$ cat src/hdl/hpd_obuf.sv
module hpd_obuf #(
  parameter int unsigned DataW = 33
) (
  input  logic             clk_i,
  input  logic             rst_ni,
  input  logic             push_i,
  input  logic [DataW-1:0] data_i,
  output logic             space_o,
  output logic             valid_o,
  input  logic             ready_i,
  output logic [DataW-1:0] data_o
);

  logic [DataW-1:0] mem_q [2];
  logic             wr_ptr_q, wr_ptr_d, rd_ptr_q, rd_ptr_d;
  logic [1:0]       count_q, count_d;
  logic             pop;

  assign pop      = valid_o && ready_i;
  assign wr_ptr_d = push_i ? !wr_ptr_q : wr_ptr_q;
  assign rd_ptr_d = pop ? !rd_ptr_q : rd_ptr_q;

  always_comb begin
    count_d = count_q;
    if (push_i && !pop) begin
      count_d = count_q + 2'd1;
    end else if (pop && !push_i) begin
      count_d = count_q - 2'd1;
    end
  end

  always_ff @(posedge clk_i or negedge rst_ni) begin
    if (!rst_ni) begin
      wr_ptr_q <= 1'b0;
      rd_ptr_q <= 1'b0;
      count_q  <= '0;
    end else begin
      wr_ptr_q <= wr_ptr_d;
      rd_ptr_q <= rd_ptr_d;
      count_q  <= count_d;
    end
  end

  always_ff @(posedge clk_i) begin
    if (push_i) begin
      mem_q[wr_ptr_q] <= data_i;
    end
  end

  assign space_o = (count_q != 2'd2);
  assign valid_o = (count_q != 2'd0);
  assign data_o  = mem_q[rd_ptr_q];

  a_count_range: assert property (@(posedge clk_i) disable iff (!rst_ni)
    count_q != 2'd3)
    else $error("output buffer count out of range");

  a_no_overfill: assert property (@(posedge clk_i) disable iff (!rst_ni)
    push_i |-> count_q != 2'd2)
    else $error("push into full output buffer");

  a_pop_drains: assert property (@(posedge clk_i) disable iff (!rst_ni)
    pop && !push_i |=> count_q == $past(count_q) - 2'd1)
    else $error("pop did not drain output buffer");

endmodule

$ cat config.mk
export PLATFORM = sky130hd
export DESIGN_NAME = hpd_obuf
export DESIGN_NICKNAME = d
export VERILOG_FILES = /design/src/hdl/hpd_obuf.sv
export SDC_FILE = /design/constraint.sdc
export NUM_CORES = 1
export LEC_CHECK = 0
export BUFFER_PORTS_ARGS = -buffer_cell sky130_fd_sc_hd__buf_2
export CORE_MARGIN = 2
export CORE_UTILIZATION = 35
export CTS_CLUSTER_SIZE = 12
export DETAILED_ROUTE_END_ITERATION = 10
export GPL_TIMING_DRIVEN = 0
export SYNTH_ARGS = -nofsm -noshare
export SYNTH_HDL_FRONTEND = slang
export SYNTH_SLANG_ARGS = --single-unit
$ cat constraint.sdc
create_clock -name clk_i -period 4 [get_ports clk_i]
set_input_delay 0.4 -clock clk_i [delete_from_list [all_inputs] [get_ports clk_i]]
set_output_delay 0.4 -clock clk_i [all_outputs]
set_load 0.1 [all_outputs]
Word-level counts from Yosys, hierarchy flattened
Memories as Yosys holds them, arrays and structs flattened. Cells that the tools add are included.

Word-level logic and storage cells: 20. Bits of input ports: 37. Register bits: 4. Bits in writable memories: 66. Output and inout port bits: 35. Memories: 1.

Muxes and demuxes: 4. Equal/unequal tests: 1. Reduce and logical (&&, ||, !) cells: 9. Add/sub/neg operators: 2.

Memory list: mem_q (words 2, bits a word 33, read ports 1, clocked after memory_dff 0, wr ports 1, line 14) `logic [DataW-1:0] mem_q [2];`.

Operators by type and width (number): $logic_not 1->1 (4); $mux 2 (2); $reduce_bool 2->1 (2); $logic_and 1x1->1 (3); $add 2x1->2 const B (1); $mux 1 (2); $ne 2x2->1 const B (1); $sub 2x1->2 const B (1).

Depth between registers and ports, before layout
Gate-level depths: netlist of run 1.

Depth after elaboration: 5. Gate-level depth with buffers: 6. Gate-level depth less buffers: 6.

Least setup slack after synthesis of run 1
OpenSTA, ideal clock, no wires.

Kind: input to register. Start point: input push_i. End point: memory mem_q[0][0], enable pin. Library setup time: 0.427 ns. Arrival: 1.890 ns. Buffers on the path: 0. Stages on the path: 1. Slack: 1.683 ns. Required time: 3.573 ns. Path through: nor2b_1.

Longest elaborated chain between the ends: 2.

RTL lines: start: declaration (line 6) `input logic push_i,`; $mux 1 (line 45) `if (push_i) begin`; $mux 1 (not written as such) (line 46) `mem_q[wr_ptr_q] <= data_i;`; end: declaration (line 14).

Every way passes these cells.

Worst setup path after layout of run 1
Start point: register rd_ptr_q. End point: output data_o[13].

Longest elaborated chain between the ends: 1.

RTL lines: start: declaration (line 15) `logic wr_ptr_q, wr_ptr_d, rd_ptr_q, rd_ptr_d;`; start signal: assignment (line 39) `rd_ptr_q <= rd_ptr_d;`; $mem_v2 2x33; end: declaration (line 11) `output logic [DataW-1:0] data_o`.

Every way passes these cells.

==> results.cfg, run 1 <==
[sta]
relSlewSlack = 0.444
fin_crit_sh = 0.504
drv_slew = 0
tightest_slew_ns = 0.834
clock_skew_ns = 0.00563
hold_viol = 0
finalSetupViolCount = 0
setup_tns_ns = 0
whs_ns = 0.257
rsz0062_at_grt = no
final.min_clock_period_ns = 2.01
max_freq_mhz = 496

[place]
gp_congestion = 0.622
dpl.hpwl_um = 2900
port_buffers = 71
dp.cells = 293
place_area_um2 = 3240

[floorplan]
die_w_um = 92.2
die_h_um = 92.2
start_util = 0.356
pin_count = 72
rows = 32
design.core.area_um2 = 7650
dieArea_um2 = 8500

[global_route]
grt-ovfl-total = 0
grt_usage = 0.110
grt_pass1_wl_um = 6960
grt_max_degree = 34
antenna_found_initial = 0
grt_pass1_vias = 1359

[yosys]
syn_nets = 157
yosysUniqueCellTypes = 15
synthTopCellsByArea = edfxtp_1 (73%), mux2_4 (16%), dfrtp_1 (3.7%)
yosysTopAreaCellShare = 0.728
syn_area_um2 = 2720
yosys_warnings = 0
seq_area_frac_synth = 0.765
yosys.area.top_type = edfxtp_1
syn_inst = 119
ys_ff_latch = 70
avgSynthCellArea_um2 = 22.9

[cts]
cts_buffers = 9
cts_tree = done
clk-insertion-delay-late_ns = 0.33
ctsHoldBuffers = 1
clk_pin_slew_ns = 0.07
post_cts_buffers = 0
cts_resized = 0
cts_htree_levels = 3
cts.path.max_buffers = 2
clock_sinks = 70
cts_root_buf = clkbuf_8

[layout]
final_common_cell = buf_2
n_fill_cell = 682
stdcell_count = 310
area_growth_pct = 27.0
layout_common_cells = buf_2 (71), edfxtp_1 (66), mux2_4 (29)
fin_area_um2 = 3460
num_antenna_cells = 0
nNetsFinal = 241
drive_gt1_frac = 0.596

[min_path]
hp-class = in -> reg
whs_path_depth = 1

[worst_setup_path]
endpoint_kind = output pin
cp_max_fo = 10
cp-start-kind = flop
crit_required_ns = 3.60
cp_top_family = buffers and inverters
crit_buf_inv = 3
path_cells = buf_6 -> buf_12 -> mux2_4 -> buf_2
worstPathArrival_ns = 1.61
critical-path-max-stage-delay_ns = 0.42
cp.depth = 4
crit_type = reg -> out
rr_worst_depth = 1
slowest_stage = buf_2

[routing]
drtIter0Drc = 51
drc_errors = 0
ant_nets = 0
vias = 1313
drtPass1Iterations = 3
routedWlPerCell_um = 14.0
drt-total-wl_um = 4350
vias_per_cell = 4.24

[outcome]
status = complete, no violations

[run]
max-cap-violations = 0
-- cells in the mapped netlist --
cell type  count
and2_1         1
buf_12         3
buf_6          1
dfrtp_1        4
edfxtp_1      66
ha_1           1
mux2_2         4
mux2_4        29
nand2_1        1
nand2b_1       1
nor2_1         1
nor2b_1        1
or2_1          1
xnor2_1        2
xor2_1         3
-- layer usage --
metal	part of all wire	track usage
met5	0	0
met4	0.0035	0.0299
met3	0.065	0.0435
met2	0.49	0.176
met1	0.44	0.139
-- kinds of logic (layout without fill, tap and decap cells) --
| family | Yosys count | in the layout | synth area share |
|---|---|---|---|
| adders and majority gates | 1 | 1 | 0.00459 |
| DFF | 70 | 70 | 0.765 |
| and+or+nand+nor | 6 | 6 | 0.0120 |
| muxes | 33 | 33 | 0.176 |
| xor gates and xnor gates | 5 | 5 | 0.0161 |
| buffers and inverters | 4 | 93 | 0.0262 |
-- sequential cells by signal, indices dropped and copies added (netlist names) --
register / flops
count_q: 2
wr_ptr_q: 1
mem_q: 66
rd_ptr_q: 1
-- worst paths after layout --
path | from | end | slack [ns]
setup / recovery | rd_ptr_q | data_o[13] | 1.99
min in group asynchronous | rst_ni | count_q[1] | 0.41
setup reg to reg | wr_ptr_q | mem_q[1][2] | 2.47
max in group asynchronous | rst_ni | wr_ptr_q | 3.46
hold reg to reg | count_q[1] | count_q[1] | 0.50
hold / removal | data_i[31] | mem_q[1][31] | 0.26
-- metrics by stage --
step,utilization,setup WS [ns]
after global placement,0.419,0.581
after detailed placement,0.424,2.32
after global routing,0.452,1.92
final,0.452,1.99
after floorplan,-,1.68
after CTS,0.452,1.95
-- final cells by class --
cell class,instances,area [um2],share of cell area
timing repair buffer,73,393,0.114
clock buffer,11,131,0.0380
clock inverter,5,73.8,0.0214
buffer,4,71.3,0.0206
tap,102,128,0.0369
multi-input combinational,45,578,0.167
sequential,70,2080,0.602
Power of run 1 is left out: the tool's default activity adds up to more than one toggle a clock period on the data nets, which glitch-free logic cannot reach.
==> inputs of run 2 (changes only) <==
==> constraint.sdc (replaced) <==
create_clock -name clk_i -period 1.6 [get_ports clk_i]
set_input_delay 0.16 -clock clk_i [delete_from_list [all_inputs] [get_ports clk_i]]
set_output_delay 0.16 -clock clk_i [all_outputs]
set_load 0.1 [all_outputs]
==> run 2 against run 1 <==
  * The flow now finishes with violations (negative setup slack)
  * Critical path type unchanged
  * Clock-buffer cell count shrank 2
  * Routed wire length increased by 12%
  * First-iteration DRC count down 9.8%
  * Core utilization up 9.4 points
  * Die area is the same
  * Highest routed layer unchanged
  * Critical path depth stayed put
  * Design area is 21% higher
  * Worst hold slack got worse by 0.24 ns
==> results.cfg, run 2 (same netlist as run 1, synthesis figures left out) <==
[min_path]
whs_path_depth = 1
hp-class = in -> reg

[layout]
final_common_cell = edfxtp_1
post-route-util = 0.546
seq_area_um2 = 2080
n_fill_cell = 598
layout_common_cells = edfxtp_1 (66), buf_2 (38), buf_12 (33)
drive_gt1_frac = 0.549
multi_input_area_um2 = 581
area_growth_pct = 53.4
num_antenna_cells = 0
largest_register = mem_q
nNetsFinal = 268
largestRegisters = mem_q (66), count_q (2)
largest_reg_flops = 66

[routing]
vias = 1435
drtIter0Drc = 46
drt-total-wl_um = 4890
drc_errors = 0
vias_per_cell = 4.26
routedWlPerCell_um = 14.5
ant_nets = 0
drtPass1Iterations = 4

[sta]
hold_viol = 0
finalSetupViolCount = 58
relSlewSlack = 0.329
rsz0062_at_grt = yes
fin_crit_sh = 1.06
max_freq_mhz = 592
clock_skew_ns = 0.00972
drv_slew = 0
setup_ws_ns = -0.0893
tightest_slew_ns = 1.00
final.min_clock_period_ns = 1.69

[worst_setup_path]
crit_buf_inv = 3
worstPathArrival_ns = 1.53
endpoint_kind = output pin
crit_required_ns = 1.44
slowest_stage = dfrtp_1
cp_max_fo = 9
cp-start-kind = flop
critical-path-max-stage-delay_ns = 0.40
crit_top_cell = buf_12
cp_top_family = buffers and inverters
rr_worst_depth = 1
path_cells = buf_12 -> clkbuf_16 -> mux2_4 -> buf_12
cp.depth = 4
crit_type = reg -> out

[cts]
cts_tree = done
clk_pin_slew_ns = 0.07
cts.path.max_buffers = 2
cts_buffers = 9
clk-insertion-delay-late_ns = 0.33
clock_sinks = 70
cts_htree_levels = 3
cts_root_buf = clkbuf_8

[floorplan]
pin_count = 72
die_w_um = 92.2
design.core.area_um2 = 7650
dieArea_um2 = 8500
die_h_um = 92.2
rows = 32
start_util = 0.356

[global_route]
grt_pass1_vias = 1524
grt_usage = 0.118
grt_pass1_wl_um = 7490
grt_max_degree = 34
antenna_found_initial = 0
grt-ovfl-total = 0

[run]
max-cap-violations = 0

[place]
port_buffers = 71
pre_cts_slack_ns = -0.0559
gp_congestion = 0.638

[outcome]
violations = negative setup slack
status = complete, but fails checks
==> run 2: worst paths after layout <==
path | start | end | slack, ns
hold / removal | data_i[30] | mem_q[0][30] | 0.02
setup / recovery | rd_ptr_q | data_o[1] | -0.09
hold reg to reg | count_q[1] | count_q[1] | 0.51
max in group asynchronous | rst_ni | rd_ptr_q | 1.32
min in group asynchronous | rst_ni | count_q[0] | 0.15
setup reg to reg | wr_ptr_q | mem_q[0][18] | -0.01
==> run 2: what timing repair did <==
item,4_1_cts,5_1_grt
cloned,0,2
endpoints found under the hold margin,45,8
resized for setup,120,6
setup buffers,1,0
setup endpoints to repair,66,99
hold buffers,22,4
==> run 2: area by class of cell <==
| cell class | count | area share |
|---|---|---|
| Clock inverter | 7 | 0.0117 |
| Multi-Input combinational cell | 45 | 0.139 |
| Tap cell | 102 | 0.0306 |
| Timing Repair Buffer | 100 | 0.271 |
| Sequential cell | 70 | 0.499 |
| Buffer | 4 | 0.0192 |
| Clock buffer | 9 | 0.0297 |
==> run 2: per-layer routing <==
layer / part of all wire / GRT usage / up-vias
met1: 0.42 / 0.140 / 700
li1: - / - / 679
met3: 0.054 / 0.0353 / 7
met4: 0.016 / 0.0634 / 0
met5: 0 / 0 / -
met2: 0.51 / 0.192 / 49
==> run 2: metrics by stage <==
step	cells	area (um2)	setup TNS, ns	hold slack, ns
global route	337	4180	-9.89	0.00198
floorplan	119	2730	-1.19	-0.136
global placement	292	3220	-20.87	-0.0279
CTS	331	4060	-3.81	0.000595
finish	337	4180	-2.32	0.0203
detailed placement	292	3220	-1.79	-0.0275
Power of run 2 is left out for the same reason.
==> inputs of run 3 (changes only) <==
--- a/config.mk
+++ b/config.mk
@@ -11,6 +11,7 @@
 export CTS_CLUSTER_SIZE = 12
 export DETAILED_ROUTE_END_ITERATION = 10
 export GPL_TIMING_DRIVEN = 0
+export PLACE_DENSITY = 0.58
 export SYNTH_ARGS = -nofsm -noshare
 export SYNTH_HDL_FRONTEND = slang
 export SYNTH_SLANG_ARGS = --single-unit
==> run 3 against run 2 <==
  * The run still ends with negative setup slack left
  * Sequential share of layout area is 0.80 points higher
  * Critical path type unchanged
  * Clock-buffer cell count rose by 1
  * Worst setup slack gained 0.050 ns
  * Clock skew decreased by 0.0069 ns
  * Flip-flop and latch count stayed put
  * Die area unchanged
  * First-iteration DRC count shrank 30%
  * Via count down 2.3%
  * Critical path depth unchanged
  * Worst hold slack better by 0.00058 ns
  * Final cell count is 2.1% lower
  * Largest cell class unchanged
==> results.cfg, run 3 (same netlist as run 1, synthesis figures left out) <==
[global_route]
grt-ovfl-total = 0
grt_pass1_vias = 1488
antenna_found_initial = 0
grt_max_degree = 34
grt_pass1_wl_um = 7200
grt_usage = 0.117

[worst_setup_path]
crit_required_ns = 1.44
rr_worst_depth = 6
worstPathArrival_ns = 1.48
cp_top_family = buffers and inverters
cp.depth = 4
endpoint_kind = output pin
path_cells = buf_6 -> buf_12 -> mux2_4 -> buf_12
crit_top_cell = buf_12
critical-path-max-stage-delay_ns = 0.37
cp_max_fo = 10
crit_buf_inv = 3
slowest_stage = dfrtp_1
crit_type = reg -> out
cp-start-kind = flop

[sta]
relSlewSlack = 0.634
clock_skew_ns = 0.00283
tightest_slew_ns = 0.548
fin_crit_sh = 1.02
rsz0062_at_grt = yes
final.min_clock_period_ns = 1.64
setup_tns_ns = -0.956
setup_ws_ns = -0.0398
drv_slew = 0
hold_viol = 0
finalSetupViolCount = 33
max_freq_mhz = 610

[cts]
cts_tree = done
cts_buffers = 9
clk_pin_slew_ns = 0.06
cts.path.max_buffers = 2
cts_root_buf = clkbuf_8
cts_htree_levels = 3
clk-insertion-delay-late_ns = 0.33
clock_sinks = 70

[layout]
stdcell_count = 330
drive_gt1_frac = 0.548
largest_reg_flops = 66
area_growth_pct = 51.0
nNetsFinal = 264
largestRegisters = mem_q (66), count_q (2)
largest_register = mem_q
final_common_cell = edfxtp_1
num_antenna_cells = 0
post-route-util = 0.537
layout_common_cells = edfxtp_1 (66), buf_2 (38), buf_12 (35)
fin_area_um2 = 4110

[routing]
drt-total-wl_um = 4540
drc_errors = 0
drtIter0Drc = 32
ant_nets = 0
drtPass1Iterations = 2
routedWlPerCell_um = 13.7
vias = 1402
vias_per_cell = 4.25

[place]
place_area_um2 = 3220
port_buffers = 71
gp_congestion = 0.658
dpl.hpwl_um = 2700
dp.cells = 292

[floorplan]
rows = 32
die_w_um = 92.2
design.core.area_um2 = 7650
pin_count = 72
start_util = 0.356
dieArea_um2 = 8500
die_h_um = 92.2

[min_path]
hp-class = in -> reg
whs_path_depth = 1

[run]
max-cap-violations = 0

[outcome]
violations = negative setup slack
status = complete, but fails checks
[run 3: cell types whose count changed in the layout (fill, tap and decap cells not counted), sizes merged]
cell	change
nor2b	+1
dlygate4sd3	-3
inv	-1
clkinvlp	-3
clkbuf	-1
[run 3: worst paths after layout]
| check | slack (ns) | start | to |
|---|---|---|---|
| worst max-delay path | -0.04 | rd_ptr_q | data_o[14] |
| worst min-delay path | 0.02 | data_i[10] | mem_q[1][10] |
| worst max register to register | 0.17 | count_q[0] | count_q[1] |
| worst min register to register | 0.49 | count_q[1] | count_q[1] |
| max in group asynchronous | 1.32 | rst_ni | count_q[0] |
| min in group asynchronous | 0.16 | rst_ni | count_q[1] |
[run 3: timing repair]
item,in CTS,in global routing
cloned,1,0
resized for setup,123,9
buffers inserted,0,1
endpoints found under the hold margin,45,2
hold buffers,22,1
endpoints found under the setup margin,66,33
[run 3: routing by layer]
layer,vias to the layer above,share of wire,track usage
met5,-,0,0
li1,673,-,-
met3,11,0.046,0.0353
met4,0,0.030,0.0784
met1,673,0.41,0.134
met2,45,0.51,0.190
[run 3: final cells by class]
| type | instances | area [um2] |
|---|---|---|
| Timing Repair Buffer | 95 | 1080 |
| Multi-Input combinational cell | 46 | 603 |
| Clock buffer | 10 | 128 |
| Fill cell | 604 | 3540 |
| Sequential cell | 70 | 2080 |
| Tap cell | 102 | 128 |
| Clock inverter | 3 | 15.0 |
| Buffer | 4 | 71.3 |
[run 3: worst reg2reg max path: cells and delay by family (launching register included)]
family	cells	cell delay, ns
flops	1	0.42
fa+ha+maj	1	0.16
xor+xnor	2	0.30
simple gates	3	0.44
[run 3: per-stage QoR]
| stage | setup slack (ns) | hold slack [ns] |
|---|---|---|
| 6_report | -0.0398 | 0.0209 |
| 2_1_floorplan | -0.0362 | -0.136 |
| 4_1_cts | -0.0884 | 0.000349 |
| 3_3_place_gp | -0.531 | -0.0269 |
| 5_1_grt | -0.104 | 0.00129 |
| 3_5_place_dp | -0.0778 | -0.0245 |
Power of run 3 is left out for the same reason.
